===== config.mk =====
export PLATFORM = sky130hd
export DESIGN_NAME = qcao_corner_lane
export DESIGN_NICKNAME = d
export VERILOG_FILES = /design/src/sv/qcao_pkg.sv /design/src/sv/qcao_corner_lane.sv
export SDC_FILE = /design/constraint.sdc
export NUM_CORES = 1
export LEC_CHECK = 0
export BUFFER_PORTS_ARGS = -buffer_cell sky130_fd_sc_hd__buf_4
export CAP_MARGIN = 20
export CORE_AREA = 4 4 198 200
export CTS_CLUSTER_DIAMETER = 40
export DETAILED_ROUTE_END_ITERATION = 16
export DIE_AREA = 0 0 202 204
export PLACE_DENSITY_LB_ADDON = 0.15
export SLEW_MARGIN = 20
export SYNTH_ARGS = -nofsm -noshare
export SYNTH_HDL_FRONTEND = slang
export SYNTH_SLANG_ARGS = --single-unit

===== constraint.sdc =====
create_clock -name clk -period 7.5 [get_ports clk]
set_input_delay 2.25 -clock clk [delete_from_list [all_inputs] [get_ports clk]]
set_output_delay 2.25 -clock clk [all_outputs]
set_load 0.1 [all_outputs]

===== src/sv/qcao_pkg.sv =====
`timescale 1ns / 1ps

package qcao_pkg;

  // Corners per quadrilateral and the bits needed to rank them
  localparam int NUM_CORNERS = 4;
  localparam int RANK_W      = 2;

  // Angle classes, in ascending angle order
  typedef enum logic [1:0] {
    CLS_BELOW = 2'd0,  // offset y < 0, angle in (-pi, 0)
    CLS_ZERO  = 2'd1,  // offset y == 0, offset x >= 0, angle 0
    CLS_ABOVE = 2'd2,  // offset y > 0, angle in (0, pi)
    CLS_LEFT  = 2'd3   // offset y == 0, offset x < 0, angle pi
  } angle_cls_t;

  // Pipeline advance and occupancy shared by the lanes and the merge
  typedef struct packed {
    logic en_b;
    logic en_c;
    logic en_d;
    logic en_e;
    logic v_d;
  } pipe_ctl_t;

endpackage


===== src/sv/qcao_corner_lane.sv =====
`timescale 1ns / 1ps

module qcao_corner_lane #(
  parameter int COORD_BITS = 16
) (
  input  logic                         clk,
  input  qcao_pkg::pipe_ctl_t          ctl,
  input  logic [COORD_BITS-1:0]        x,
  input  logic [COORD_BITS-1:0]        y,
  input  logic signed [COORD_BITS+2:0] ox,
  input  logic signed [COORD_BITS+2:0] oy,
  output qcao_pkg::angle_cls_t         cls,
  output logic [COORD_BITS-1:0]        x_c,
  output logic [COORD_BITS-1:0]        y_c,
  output logic [2*COORD_BITS:0]        dist_c
);

  localparam int SQ_W   = 2 * COORD_BITS;
  localparam int DIST_W = SQ_W + 1;

  qcao_pkg::angle_cls_t    cls_next;
  logic [COORD_BITS-1:0]   x_b;
  logic [COORD_BITS-1:0]   y_b;
  logic [SQ_W-1:0]         xx;
  logic [SQ_W-1:0]         yy;

  // Classify the offset into its half-plane
  always_comb begin
    if (oy < 0) begin
      cls_next = qcao_pkg::CLS_BELOW;
    end else if (oy == 0 && ox >= 0) begin
      cls_next = qcao_pkg::CLS_ZERO;
    end else if (oy > 0) begin
      cls_next = qcao_pkg::CLS_ABOVE;
    end else begin
      cls_next = qcao_pkg::CLS_LEFT;
    end
  end

  // Stage B: square the coordinates, hold the class
  always_ff @(posedge clk) begin
    if (ctl.en_b) begin
      cls <= cls_next;
      x_b <= x;
      y_b <= y;
      xx  <= x * x;
      yy  <= y * y;
    end
  end

  // Stage C: squared distance from the origin
  always_ff @(posedge clk) begin
    if (ctl.en_c) begin
      x_c    <= x_b;
      y_c    <= y_b;
      dist_c <= DIST_W'(xx) + DIST_W'(yy);
    end
  end

endmodule


==> reports/qor.yml <==
hpwl_mm: 37.97
vias: 15340
ys_ff_latch: 159
crit_fanout: 3
critical_path.endpoint_type: "flop"
arrival_ns: 7.67
drt_iter0_drc: 864
clkTransAtPathRegs_ns: 0.07
rows: 71
first_pass_iters: 5
finalHoldViolations: 0
post_route_cells_drive_above_1_share: 0.2219
dieArea_um2: 41210
maxCapViolCount: 0
clockBufferDepth: 2
hp-class: "flop to flop"
synth.most_common_cell: "inv_1"
post_drt_wl_per_cell_um: 15.52
die_y_um: 204
yosys.area.top_type: "fa_1"
yosysTopAreaCellShare: 0.3073
antenna_found_initial: 0
grt_pass1_vias: 16532
fin_tns_setup_ns: 0
num_antenna_cells: 0
synth_commonest_cells: "inv_1 (504), fa_1 (324), ha_1 (235)"
ios: 143
fmax_mhz: 133.9
cts-root-buf: "clkbuf_16"
worstPathRequired_ns: 7.70
cts_tree: "yes"
syn_to_final_growth_pct: 22.18
skew_ns: 0.009221
clock_latency_ns: 0.45
yosysSeqAreaShare: 0.2262
cts.sinks: 159
die-width_um: 202
gp_congestion: 0.8782
grt_overflow_total: 0
grtUsageTotal: 0.2333
synth_cell_type_count: 63
ant_nets: 0
vias_per_cell: 5.155
synth_edf_count: 159
cts_made_buffers: 17
synthTopCellsByArea: "fa_1 (31%), edfxtp_1 (23%), ha_1 (14%), inv_1 (9.0%), nand2_1 (3.4%)"
rsz0062_at_grt: "true"
slew_viol_final: 0
yosysWarnings: 0
grt_pass1_wl_mm: 78.09
yosys_most_used_dff: "edfxtp_1"
slew_headroom: 0.3436
routed_wl_mm: 46.20
post_synth.cell_area_avg_um2: 10.18
syn_inst: 2073
setup_viol: 0
worstSetupPathType: "primary input to flop"
synthArstFlopShare: 0
syn_nets: 2708
initial_core_util: 0.5644
io_buffers: 121
syn_area_um2: 21110
setup_ws_ns: 0.03155
drcViolationCount: 0
dpl_worst_slack_ns: -0.4485
layout.nets: 3087
start_kind: "primary input"
fin_crit_ns: 7.468
core_area_um2: 37400
h-tree-depth: 4
tightestPinTransition_ns: 0.9845
post-route-period-util: 0.9958
grt_max_degree: 74
postCtsHoldBufs: 0
status: "completed"
worst paths after layout:
path | start | to | slack [ns] | cells past startpoint
max | x[1] | xx[30] | 0.03 | 23
min | x_b[4] | x_c[4] | 0.42 | 0
max reg2reg | yy[3] | dist_c[30] | 4.34 | 9
min reg2reg | x_b[4] | x_c[4] | 0.42 | 0
through the flow:
stage	cells	cell area, µm²	hold slack (ns)	utilization
floorplan	2073	21380	0.4003	-
global placement	2936	24810	0.4005	0.6635
detailed placement	2936	24810	0.4045	0.6635
CTS	2968	25460	0.4229	0.6807
global route	2976	25790	0.4249	0.6896
finish	2976	25790	0.4214	0.6896
timing repair:
item | in CTS | in global routing
resized for setup | 0 | 68
setup buffers | 0 | 8
endpoints found under the setup margin | 0 | 17
final cells by class:
cell class              count  area, µm²
repair buffers            411       3207
clock buffers              17      425.4
well taps                 511      639.4
flip-flops and latches    159       4775
inverters                 504       1892
multi-input cells        1359      14630
fillers                  2819      11610
clock inverters            15      220.2
state kept, by name, indices dropped and copies added, names as in the netlist:
register,cells
dist_c,33
xx,30
yy,30
x_b,16
x_c,16
y_b,16
y_c,16
cls,2
logic make-up after synthesis:
| group | Yosys count | synth area share |
|---|---|---|
| multiplexers | 2 | 0.001067 |
| AND/OR/NAND/NOR | 444 | 0.1011 |
| adder cells (fa/ha/maj) | 559 | 0.4466 |
| flip-flops | 159 | 0.2262 |
| AO/OA/AOI/OAI | 251 | 0.08346 |
| XOR/XNOR | 103 | 0.04274 |
| buffers and inverters | 555 | 0.09887 |
routing by layer:
layer,up-vias,share of wire,track usage,routed length [µm]
met5,-,0,0,0
met4,0,0.015,0.05273,698
met3,48,0.048,0.03332,2206
met2,326,0.50,0.4054,23270
met1,7640,0.43,0.3142,20030
li1,7326,-,-,-
cell usage in the layout, fill, tap and decap left out, types with 14 or more instances in the layout:
master / synthesis / layout
a21o_1: 48 / 48
a21oi_1: 77 / 63
a21oi_2: 4 / 18
and2_1: 86 / 77
buf_4: 0 / 395
clkbuf_16: 0 / 17
edfxtp_1: 159 / 159
fa_1: 324 / 320
ha_1: 235 / 221
inv_1: 504 / 495
nand2_1: 189 / 185
nand4_1: 14 / 14
nor2_1: 67 / 64
nor2b_1: 22 / 22
o21ai_0: 27 / 23
o21ai_1: 11 / 14
xnor2_1: 70 / 70
xor2_1: 33 / 33
critical path, stage by stage:
cell,delay [ns]
buf_12,0.11
and2_4,0.16
fa_1,0.50
inv_1,0.05
fa_1,0.48
inv_1,0.05
fa_1,0.50
inv_2,0.04
fa_1,0.50
inv_2,0.05
fa_1,0.51
inv_2,0.04
fa_1,0.52
inv_2,0.05
ha_4,0.23
a21o_1,0.21
a21oi_2,0.14
nor2b_1,0.06
a311o_1,0.37
a21o_1,0.23
a311oi_2,0.33
o21ai_1,0.12
xor2_1,0.17
Power is not shown: default switching activity piles up to over one toggle a cycle in this logic, so the estimate is an artifact.
