## config.mk

```make
export PLATFORM = sky130hd
export DESIGN_NAME = qcao_pair_lane
export DESIGN_NICKNAME = d
export VERILOG_FILES = /design/src/sv/qcao_pkg.sv /design/src/sv/qcao_pair_lane.sv
export SDC_FILE = /design/constraint.sdc
export NUM_CORES = 2
export LEC_CHECK = 0
export BUFFER_PORTS_ARGS = -buffer_cell sky130_fd_sc_hd__buf_2
export CORE_ASPECT_RATIO = 1.1
export CORE_MARGIN = 2
export CORE_UTILIZATION = 40
export DETAILED_ROUTE_END_ITERATION = 7
export HOLD_SLACK_MARGIN = 0.06
export SLEW_MARGIN = 20
export SYNTH_ARGS = -nofsm -noshare
export SYNTH_HDL_FRONTEND = slang
export SYNTH_SLANG_ARGS = --single-unit
```

## constraint.sdc

```tcl
create_clock -name clk -period 17.7 [get_ports clk]
set_input_delay 3.54 -clock clk [delete_from_list [all_inputs] [get_ports clk]]
set_output_delay 3.54 -clock clk [all_outputs]
set_load 0.01 [all_outputs]
```

## src/sv/qcao_pkg.sv

```systemverilog
`timescale 1ns / 1ps

package qcao_pkg;

  // Corners per quadrilateral and the bits needed to rank them
  localparam int NUM_CORNERS = 4;
  localparam int RANK_W      = 2;

  // Angle classes, in ascending angle order
  typedef enum logic [1:0] {
    CLS_BELOW = 2'd0,  // offset y < 0, angle in (-pi, 0)
    CLS_ZERO  = 2'd1,  // offset y == 0, offset x >= 0, angle 0
    CLS_ABOVE = 2'd2,  // offset y > 0, angle in (0, pi)
    CLS_LEFT  = 2'd3   // offset y == 0, offset x < 0, angle pi
  } angle_cls_t;

  // Pipeline advance and occupancy shared by the lanes and the merge
  typedef struct packed {
    logic en_b;
    logic en_c;
    logic en_d;
    logic en_e;
    logic v_d;
  } pipe_ctl_t;

endpackage

```

## src/sv/qcao_pair_lane.sv

```systemverilog
`timescale 1ns / 1ps

module qcao_pair_lane #(
  parameter int COORD_BITS = 16
) (
  input  logic                         clk,
  input  qcao_pkg::pipe_ctl_t          ctl,
  input  logic signed [COORD_BITS+2:0] a_ox,
  input  logic signed [COORD_BITS+2:0] a_oy,
  input  logic signed [COORD_BITS+2:0] b_ox,
  input  logic signed [COORD_BITS+2:0] b_oy,
  input  qcao_pkg::angle_cls_t         cls_a,
  input  qcao_pkg::angle_cls_t         cls_b,
  output logic                         a_before_b,
  output logic                         b_before_a
);

  localparam int OFS_W  = COORD_BITS + 3;
  localparam int PROD_W = 2 * OFS_W;

  logic signed [PROD_W-1:0] pab;
  logic signed [PROD_W-1:0] pba;
  logic signed [PROD_W:0]   cross_term;
  logic                     cross_pos;
  logic                     cross_neg;
  logic                     same_cls;
  logic                     open_half;
  logic                     ab_next;
  logic                     ba_next;

  // Stage B: the two products of the cross term
  always_ff @(posedge clk) begin
    if (ctl.en_b) begin
      pab <= a_ox * b_oy;
      pba <= a_oy * b_ox;
    end
  end

  // Compare classes first, then the cross product sign within a half-plane
  always_comb begin
    cross_term = (PROD_W + 1)'(pab) - (PROD_W + 1)'(pba);
    cross_neg  = cross_term[PROD_W];
    cross_pos  = !cross_term[PROD_W] && (cross_term != '0);
    same_cls   = (cls_a == cls_b);
    open_half  = (cls_a == qcao_pkg::CLS_BELOW) || (cls_a == qcao_pkg::CLS_ABOVE);
    ab_next    = (cls_a < cls_b) || (same_cls && open_half && cross_pos);
    ba_next    = (cls_b < cls_a) || (same_cls && open_half && cross_neg);
  end

  // Stage C: ordering bits for the pair
  always_ff @(posedge clk) begin
    if (ctl.en_c) begin
      a_before_b <= ab_next;
      b_before_a <= ba_next;
    end
  end

endmodule

```

==> results.sh <==
export IMPL_finalNetCount=4388
export IMPL_final_cell_mix="inv_1, fa_1, and2_1"
export IMPL_synth_area_sq_um=31500
export IMPL_dr_pass1_iters=5
export IMPL_synth_fp_nets=4405
export IMPL_cpMostUsedCell="fa_1"
export IMPL_path_clk_slew_ns=0.06
export IMPL_routedWlPerCell_microns=16.3
export IMPL_drive_above_1_share_pct=3.64
export IMPL_cp_max_fo=19
export IMPL_hold_viol=0
export IMPL_crit_end="pba[37]"
export IMPL_grt_max_degree=77
export IMPL_cts_tree="built"
export IMPL_fin_cells=4337
export IMPL_dpl_hpwl_microns=57700
export IMPL_grt_ovfl_total=0
export IMPL_ys_warn_count=0
export IMPL_crit_type="input port to flip-flop"
export IMPL_ys_types=71
export IMPL_floorplan_initialDensity_pct=40.5
export IMPL_synth_edf_count=78
export IMPL_cp_depth=23
export IMPL_tns_ns=0
export IMPL_cts_max_path_buffers=2
export IMPL_crit_chain="buf_2, and2_1, fa_1, fa_1, inv_1, fa_1, inv_1, fa_1, fa_1, fa_1, ha_1, ha_1, and3_4, a221o_1, a2111oi_2, a21oi_1, o31a_1, o211ai_2, a211o_2, a31oi_1, a21o_1, a21oi_2, xnor2_1"
export IMPL_synthArstFlopShare_pct=0
export IMPL_required_ns=17.79
export IMPL_avgViaCountPerCell=5.06
export IMPL_detailedPlace_worstSlack_ns=7.13
export IMPL_ctsResizeCount=0
export IMPL_cp_num_buf_inv=3
export IMPL_fin_crit_ns=10.19
export IMPL_hp_class="flip-flop to flip-flop"
export IMPL_io_buffers=84
export IMPL_fp_dieH_microns=298
export IMPL_syn_avg_cell_area_sq_um=9.50
export IMPL_cts_buffers=9
export IMPL_reg2regPathDepth=12
export IMPL_grt_pass1_wl_microns=121000
export IMPL_hold_buffers=0
export IMPL_setup_viol=0
export IMPL_max_stage_delay_ns=0.58
export IMPL_r2r_setup_slack_ns=13.31
export IMPL_r2r_start="pab[23]"
export IMPL_critPathCaptureType="flip-flop"
export IMPL_clkLatencyLatePin_ns=0.36
export IMPL_globalplace_congestion=0.886
export IMPL_cp_startpoint="a_oy[11]"
export IMPL_postCtsSetupBuffers=0
export IMPL_globalRouteTotalUtil_pct=18.7
export IMPL_max_freq_ghz=0.0982
export IMPL_die_w_microns=271
export IMPL_tightestPinTransition_ns=0.997
export IMPL_postSynthCellCount=3314
export IMPL_whs_ns=0.878
export IMPL_drt_iter0_drc=1045
export IMPL_status="finished, final reports clean"
export IMPL_ys_ff_latch=78
export IMPL_antenna_found_initial=1
export IMPL_fin_ws_ns=7.51
export IMPL_maxCapViolCount=0
export IMPL_r2r_end="a_before_b"
export IMPL_fin_crit_sh_pct=57.6
export IMPL_ctsRootBufferMaster="clkbuf_16"
export IMPL_slew_viol_final=0
export IMPL_htreeDepth=3
export IMPL_worstSetupStartpointType="input port"
export IMPL_wl_microns=70800
export IMPL_worst_ep_arrival_time_ns=10.28
export IMPL_ys_seq_area_share_pct=7.44
export IMPL_final_common_cell="inv_1"
export IMPL_dp_cells=4321
export IMPL_io_pins=88
export IMPL_dieArea_sq_um=81000
export IMPL_rows=107
export IMPL_crit_family="adder cells"
export IMPL_drc=0
export IMPL_ant_nets=0
export IMPL_slew_headroom_pct=33.5
export IMPL_vias=21900
export IMPL_synth_main_ff_cell="edfxtp_1"
export IMPL_grt_pass1_vias=24000
export IMPL_slowest_stage="fa_1"
export IMPL_rsz0062_at_grt="no"
export IMPL_clock_skew_ns=0.00451
export IMPL_clock_sinks=78
export IMPL_core_sq_um=77600
export IMPL_area_growth_pct=5.09
## worst register-to-register path, delay by kind of cell (launching register included)
| family | cells | cell delay, ns |
|---|---|---|
| AOI/OAI and AO/OA | 6 | 1.58 |
| adders and majority gates | 1 | 0.51 |
| and+or+nand+nor | 5 | 1.62 |
| DFF | 1 | 0.38 |
## routing by layer
layer  part of all wire (%)  global-route usage [%]  wire (microns)  vias to the layer above
li1                       -                       -               -                     9955
met2                     53                    34.6           37900                      413
met5                      0                       0               0                        -
met3                    3.3                    1.83            2330                      110
met4                    2.8                    5.12            2010                        0
met1                     40                    23.0           28700                    11500
## cell type report
type,instances,area (sq um)
clock buffers,9,225
multi-input cells,2353,25800
flip-flops and latches,78,2340
fillers,7689,44600
diodes,1,2.50
repair buffers,84,423
well taps,1035,1290
inverters,771,2890
clock inverters,6,86.3
## logic make-up (layout without fill, tap and decap cells)
| logic type | after synthesis | in the layout | synth area share (%) |
|---|---|---|---|
| AND/OR/NAND/NOR | 968 | 968 | 15.6 |
| other | 0 | 1 | 0 |
| adder cells (fa/ha/maj) | 1005 | 1005 | 57.6 |
| XOR/XNOR | 94 | 94 | 2.62 |
| flip-flops | 78 | 78 | 7.44 |
| buffers and inverters | 883 | 870 | 10.6 |
| AO/OA/AOI/OAI | 280 | 280 | 6.07 |
| multiplexers | 6 | 6 | 0.195 |
## worst min path at each step
stage                  from          to  slack [ns]  depth (start not counted)
floorplan           pab[36]  a_before_b        0.74                          3
global placement    pab[36]  a_before_b        0.88                          3
detailed placement  pab[36]  a_before_b        0.86                          3
CTS                 pab[36]  a_before_b        0.88                          3
global route        pab[36]  a_before_b        0.93                          3
finish              pab[36]  a_before_b        0.88                          3
## sequential cells by signal, indices dropped and copies added (netlist names)
register,count
a_before_b,1
pab,38
b_before_a,1
pba,38
## synthesized netlist by cell type, drive strengths merged (5+ instances only)
cell     number  area share, %
a211oi       12           0.30
a21o         34           0.81
a21oi        81            1.3
a311oi        6           0.17
a31oi        12           0.26
and2        378            7.5
and3         11           0.23
and4          5           0.14
buf          13           0.18
clkbuf       99            1.2
edfxtp       78            7.4
fa          739             47
ha          266             11
inv         771            9.2
mux2i         5           0.16
nand2       368            4.4
nand2b       26           0.52
nand3        28           0.45
nand4         6           0.12
nor2         86            1.0
nor2b         9           0.18
nor3         20           0.32
nor4          7           0.14
o2111ai       6           0.17
o211ai        8           0.21
o21a         20           0.48
o21ai        36           0.57
o21bai        9           0.21
o22ai         8           0.16
o31a          6           0.17
o31ai         6           0.16
or2           9           0.18
or3           5          0.099
xnor2        65            1.8
xor2         29           0.81
## stage by stage
step | util, % | cell area [sq um]
after floorplan | - | 31500
after global placement | 42.2 | 32800
after detailed placement | 42.2 | 32800
after CTS | 42.6 | 33100
after global routing | 42.6 | 33100
final | 42.6 | 33100
Power is left out: the tool's default activity adds up to more than one toggle a clock period on the data nets, which glitch-free logic cannot reach.
