[src/sv/qcao_pkg.sv]
`timescale 1ns / 1ps

package qcao_pkg;

  // Corners per quadrilateral and the bits needed to rank them
  localparam int NUM_CORNERS = 4;
  localparam int RANK_W      = 2;

  // Angle classes, in ascending angle order
  typedef enum logic [1:0] {
    CLS_BELOW = 2'd0,  // offset y < 0, angle in (-pi, 0)
    CLS_ZERO  = 2'd1,  // offset y == 0, offset x >= 0, angle 0
    CLS_ABOVE = 2'd2,  // offset y > 0, angle in (0, pi)
    CLS_LEFT  = 2'd3   // offset y == 0, offset x < 0, angle pi
  } angle_cls_t;

  // Pipeline advance and occupancy shared by the lanes and the merge
  typedef struct packed {
    logic en_b;
    logic en_c;
    logic en_d;
    logic en_e;
    logic v_d;
  } pipe_ctl_t;

endpackage

[src/sv/qcao_merge.sv]
`timescale 1ns / 1ps

module qcao_merge #(
  parameter int COORD_BITS = 16
) (
  input  logic                   clk,
  input  logic                   rst,
  input  qcao_pkg::pipe_ctl_t    ctl,
  input  logic [COORD_BITS-1:0]  x_c    [qcao_pkg::NUM_CORNERS],
  input  logic [COORD_BITS-1:0]  y_c    [qcao_pkg::NUM_CORNERS],
  input  logic [2*COORD_BITS:0]  dist_c [qcao_pkg::NUM_CORNERS],
  // before_c[a][b]: corner a sorts ahead of corner b
  input  logic [qcao_pkg::NUM_CORNERS-1:0][qcao_pkg::NUM_CORNERS-1:0] before_c,
  output logic [COORD_BITS-1:0]  q_x    [qcao_pkg::NUM_CORNERS],
  output logic [COORD_BITS-1:0]  q_y    [qcao_pkg::NUM_CORNERS]
);

  localparam int NC     = qcao_pkg::NUM_CORNERS;
  localparam int RW     = qcao_pkg::RANK_W;
  localparam int DIST_W = 2 * COORD_BITS + 1;

  logic [RW-1:0]          rank_next [NC];
  logic [RW-1:0]          rank_d    [NC];
  logic [DIST_W-1:0]      dist_d    [NC];
  logic [COORD_BITS-1:0]  x_d       [NC];
  logic [COORD_BITS-1:0]  y_d       [NC];
  logic [NC-1:0]          win;
  logic [RW-1:0]          first_rank;
  logic [NC-1:0][NC-1:0]  hit;
  logic [COORD_BITS-1:0]  q_x_next  [NC];
  logic [COORD_BITS-1:0]  q_y_next  [NC];

  // Stable sort position: earlier corners of equal angle stay ahead
  always_comb begin
    for (int i = 0; i < NC; i++) begin
      rank_next[i] = '0;
      for (int j = 0; j < NC; j++) begin
        if (j < i) begin
          rank_next[i] = rank_next[i] + RW'(!before_c[i][j]);
        end else if (j > i) begin
          rank_next[i] = rank_next[i] + RW'(before_c[j][i]);
        end
      end
    end
  end

  // Stage D: ranks, distances and coordinates
  always_ff @(posedge clk) begin
    if (ctl.en_d) begin
      for (int i = 0; i < NC; i++) begin
        rank_d[i] <= rank_next[i];
        dist_d[i] <= dist_c[i];
        x_d[i]    <= x_c[i];
        y_d[i]    <= y_c[i];
      end
    end
  end

  // Pick the nearest corner, ties going to the earlier sorted position
  always_comb begin
    win        = '1;
    first_rank = '0;
    for (int i = 0; i < NC; i++) begin
      for (int j = 0; j < NC; j++) begin
        if (j != i) begin
          if (!((dist_d[i] < dist_d[j]) ||
                ((dist_d[i] == dist_d[j]) && (rank_d[i] < rank_d[j])))) begin
            win[i] = 1'b0;
          end
        end
      end
    end
    for (int i = 0; i < NC; i++) begin
      if (win[i]) begin
        first_rank = first_rank | rank_d[i];
      end
    end
  end

  // Rotate the sorted list so the nearest corner leads
  always_comb begin
    for (int p = 0; p < NC; p++) begin
      q_x_next[p] = '0;
      q_y_next[p] = '0;
      for (int i = 0; i < NC; i++) begin
        hit[p][i] = (rank_d[i] == RW'(RW'(p) + first_rank));
        if (hit[p][i]) begin
          q_x_next[p] = q_x_next[p] | x_d[i];
          q_y_next[p] = q_y_next[p] | y_d[i];
        end
      end
    end
  end

  // Stage E: output word
  always_ff @(posedge clk) begin
    if (ctl.en_e) begin
      for (int p = 0; p < NC; p++) begin
        q_x[p] <= q_x_next[p];
        q_y[p] <= q_y_next[p];
      end
    end
  end

  // Exactly one corner wins the distance compare
  a_one_winner: assert property (@(posedge clk) disable iff (rst)
    ctl.v_d |-> $onehot(win))
    else $error("nearest corner pick is not unique");

  // Ranks form a permutation, so every output slot gets exactly one corner
  a_rank_perm: assert property (@(posedge clk) disable iff (rst)
    ctl.v_d |-> ($onehot(hit[0]) && $onehot(hit[1]) &&
                 $onehot(hit[2]) && $onehot(hit[3])))
    else $error("sort ranks are not a permutation");

endmodule

[config.mk]
export PLATFORM = sky130hd
export DESIGN_NAME = qcao_merge
export DESIGN_NICKNAME = d
export VERILOG_FILES = /design/src/sv/qcao_pkg.sv /design/src/sv/qcao_merge.sv
export SDC_FILE = /design/constraint.sdc
export NUM_CORES = 1
export LEC_CHECK = 0
export BUFFER_PORTS_ARGS = -buffer_cell sky130_fd_sc_hd__buf_2
export CORE_ASPECT_RATIO = 1.5
export CORE_MARGIN = 4
export CORE_UTILIZATION = 45
export DETAILED_ROUTE_END_ITERATION = 10
export PLACE_DENSITY = 0.67
export SLEW_MARGIN = 20
export SYNTH_ARGS = -nofsm -noshare
export SYNTH_HDL_FRONTEND = slang
export SYNTH_SLANG_ARGS = --single-unit
[constraint.sdc]
create_clock -name clk -period 6 [get_ports clk]
set_input_delay 0.9 -clock clk [delete_from_list [all_inputs] [get_ports clk]]
set_output_delay 0.9 -clock clk [all_outputs]
set_load 0.01 [all_outputs]
==> results.cfg <==
[finish]
fillers = 3898
seq_area_sq_um = 11900
utilization_pct = 54.1
drive_gt1_share_pct = 24.1
multi_input_area_sq_um = 8400
finalNetCount = 2640
synthToLayoutAreaGrowth_pct = 19.0

[timing]
tightest_slew_ps = 1150
finalSetupViolations = 0
rsz0062_at_grt = no
clock_skew_ps = 28.3
final_hold_viol_count = 0
post-route-period-util_pct = 87.0
maxSlewHeadroom_pct = 23.1
max_freq_mhz = 192
min_period_ps = 5220
worst_slack_ps = 781
drv_slew = 0
tns_ps = 0

[routing]
wl_per_cell_um = 25.0
vias = 17200
wirelength_um = 69500
drc = 0
ant_nets = 0
first_iter_violations = 1914
viasPerCell = 6.19
firstDrtPassIters = 8

[worst_setup_path]
crit_path_max_fanout = 19
path_common_cell = nor3_1
critPathMaxStageDelay_ps = 640
worst-path-buf-inv = 1
crit_family = simple AND/OR/NAND/NOR gates
cpMaxStageDelayCell = nor3_1
cp_cell_sequence = ha_1, nand4_1, nor3_1, nand4_1, o21ai_1, nor3_1, o211ai_1, o22ai_1, nor3_1, nor2_1, and2_2, buf_4, a221o_1
worstSetupEndpointType = register
crit_arrival_ps = 5520
critPathKind = register to register
start_kind = register
cp.required_ps = 6300

[synth]
synthCells = 1759
async_flop_share_pct = 0
synth_area_leader_cell = edfxtp_1
avgSynthCellArea_sq_um = 12.1
synth_edf_count = 396
synth_cell_type_count = 69
synthFlopType = edfxtp_1
synth_commonest_cells = edfxtp_1 (396), o21ai_0 (225), ha_1 (210)
synth_fp_nets = 2256
syn_area_sq_um = 21300
synth_area_leaders = edfxtp_1 (56%), ha_1 (12%), o21ai_0 (5.3%), inv_1 (3.4%), nand4_1 (3.0%)
ys_seq_area_share_pct = 55.9
synth.most_common_cell = edfxtp_1
yosysWarnings = 0
ys_ff_latch = 396
synth_top_area_share_pct = 55.9

[cts]
cts_resized = 0
cts_setup_buffers = 0
cts_buffer_depth = 3
cts_hold_buf = 0
cts_buffers = 40
cts-root-buf = clkbuf_16
htreeDepth = 2
cts.sinks = 396
cts_tree = done
clkLatencyLatePin_ps = 580
clk_pin_slew_ps = 60

[hold_path]
hold_class = primary input to register

[job]
drv_cap = 0

[floorplanning]
row_count = 97
core_area_sq_um = 46700
start_util_pct = 45.5
die_x_um = 185
die_h_um = 274
io_pins = 411
die_area_sq_um = 50800

[place]
gp_congestion = 0.939
place_ws_ps = 866
port_buffers = 396
dpl.hpwl_um = 49500

[power_and_ir_drop]
pwr-share-clk_pct = 27.5
vdd_drop_max_mv = 0.250
internal-power_mw = 5.97
power.density_nw_per_um2 = 356
combPwrFrac_pct = 29.7
power_leakage_nw = 10.4
sw_frac_of_total_pct = 33.8
switching_power_mw = 3.04
pwr-share-seq_pct = 42.9

[grt]
track_usage_pct = 26.2
antenna_found_initial = 12
grt_pass1_vias = 17600
grt_pass1_wl_um = 101000
grt_start_max_net_pins = 146
grt.overflow.total = 0

[run_status]
outcome = finished clean
[registers in the layout, indices dropped and copies added, names as in the netlist]
| register | count |
|---|---|
| x_d | 64 |
| q_y | 64 |
| q_x | 64 |
| dist_d | 132 |
| y_d | 64 |
| rank_d | 8 |
[power groups by stage]
stage          Clock (mW)  Sequential (mW)  Combinational [mW]
3_3_place_gp            0             3.91                2.54
5_1_grt              2.63             3.89                2.86
4_1_cts              2.52             3.86                2.62
6_report             2.47             3.86                2.67
2_1_floorplan           0             3.96                1.42
3_5_place_dp            0             3.91                2.61
[cell usage in the layout, fill, tap and decap left out, types with 5 or more instances in the layout]
cell       count
a211oi_1       7
a21o_1        13
a21oi_1       81
a21oi_4        6
a221o_1       34
a221oi_1       7
a32o_1        32
a32oi_1       32
and3_1         5
and4_1         6
buf_2        394
buf_4         29
clkbuf_1       6
clkbuf_16     40
clkinv_1      10
clkinv_2       9
diode_2       10
edfxtp_1     396
ha_1         210
inv_1        193
nand2_1       54
nand3_1       66
nand4_1      102
nor2_1        20
nor2b_1        5
nor3_1        19
nor3_2         5
nor4_1         5
o211ai_1      34
o21ai_0      225
o21ai_1        9
o221ai_1      34
[per-layer routing]
metal / track usage [%] / routed length (um) / part of all wire [%] / up-vias
li1: - / - / - / 7707
met1: 28.8 / 23300 / 34 / 8014
met2: 46.2 / 34800 / 50 / 1178
met3: 5.77 / 6830 / 9.8 / 288
met4: 15.2 / 4410 / 6.3 / 8
met5: 0 / 62 / 0.089 / -
[cells by family after synthesis]
| kind of cell | Yosys count | share of synthesized area (%) |
|---|---|---|
| simple gates | 314 | 8.22 |
| buf+inv | 276 | 5.35 |
| compound gates | 556 | 17.5 |
| xor+xnor | 3 | 0.247 |
| fa+ha+maj | 214 | 12.7 |
| flops | 396 | 55.9 |
[through the flow]
| step | hold WS (ps) | instances | cell area [sq um] | power, mW |
|---|---|---|---|---|
| after floorplan | 565 | 1759 | 21300 | 5.38 |
| after global placement | 602 | 2695 | 24000 | 6.45 |
| after detailed placement | 603 | 2695 | 24000 | 6.52 |
| after CTS | 471 | 2768 | 25300 | 9.00 |
| after global routing | 477 | 2771 | 25300 | 9.39 |
| final | 494 | 2778 | 25300 | 9.01 |
[path summary, 6_finish.rpt]
check	startpoint	end	slack, ps	depth (start not counted)
setup / recovery	dist_d[3][23]	q_x[22]	780	13
hold / removal	x_c[50]	x_d[0][2]	490	1
setup reg to reg	dist_d[3][23]	q_x[22]	780	13
hold reg to reg	x_d[1][14]	q_x[30]	640	1
[cell type report]
| cell class | count | area share (%) |
|---|---|---|
| antenna | 10 | 0.0990 |
| clock buffer | 46 | 4.05 |
| clock inverter | 27 | 1.02 |
| inverter | 193 | 2.87 |
| multi-input combinational | 1087 | 33.2 |
| sequential | 396 | 47.0 |
| tap | 594 | 2.94 |
| timing repair buffer | 425 | 8.80 |
Power figures use the tool's default switching activity.
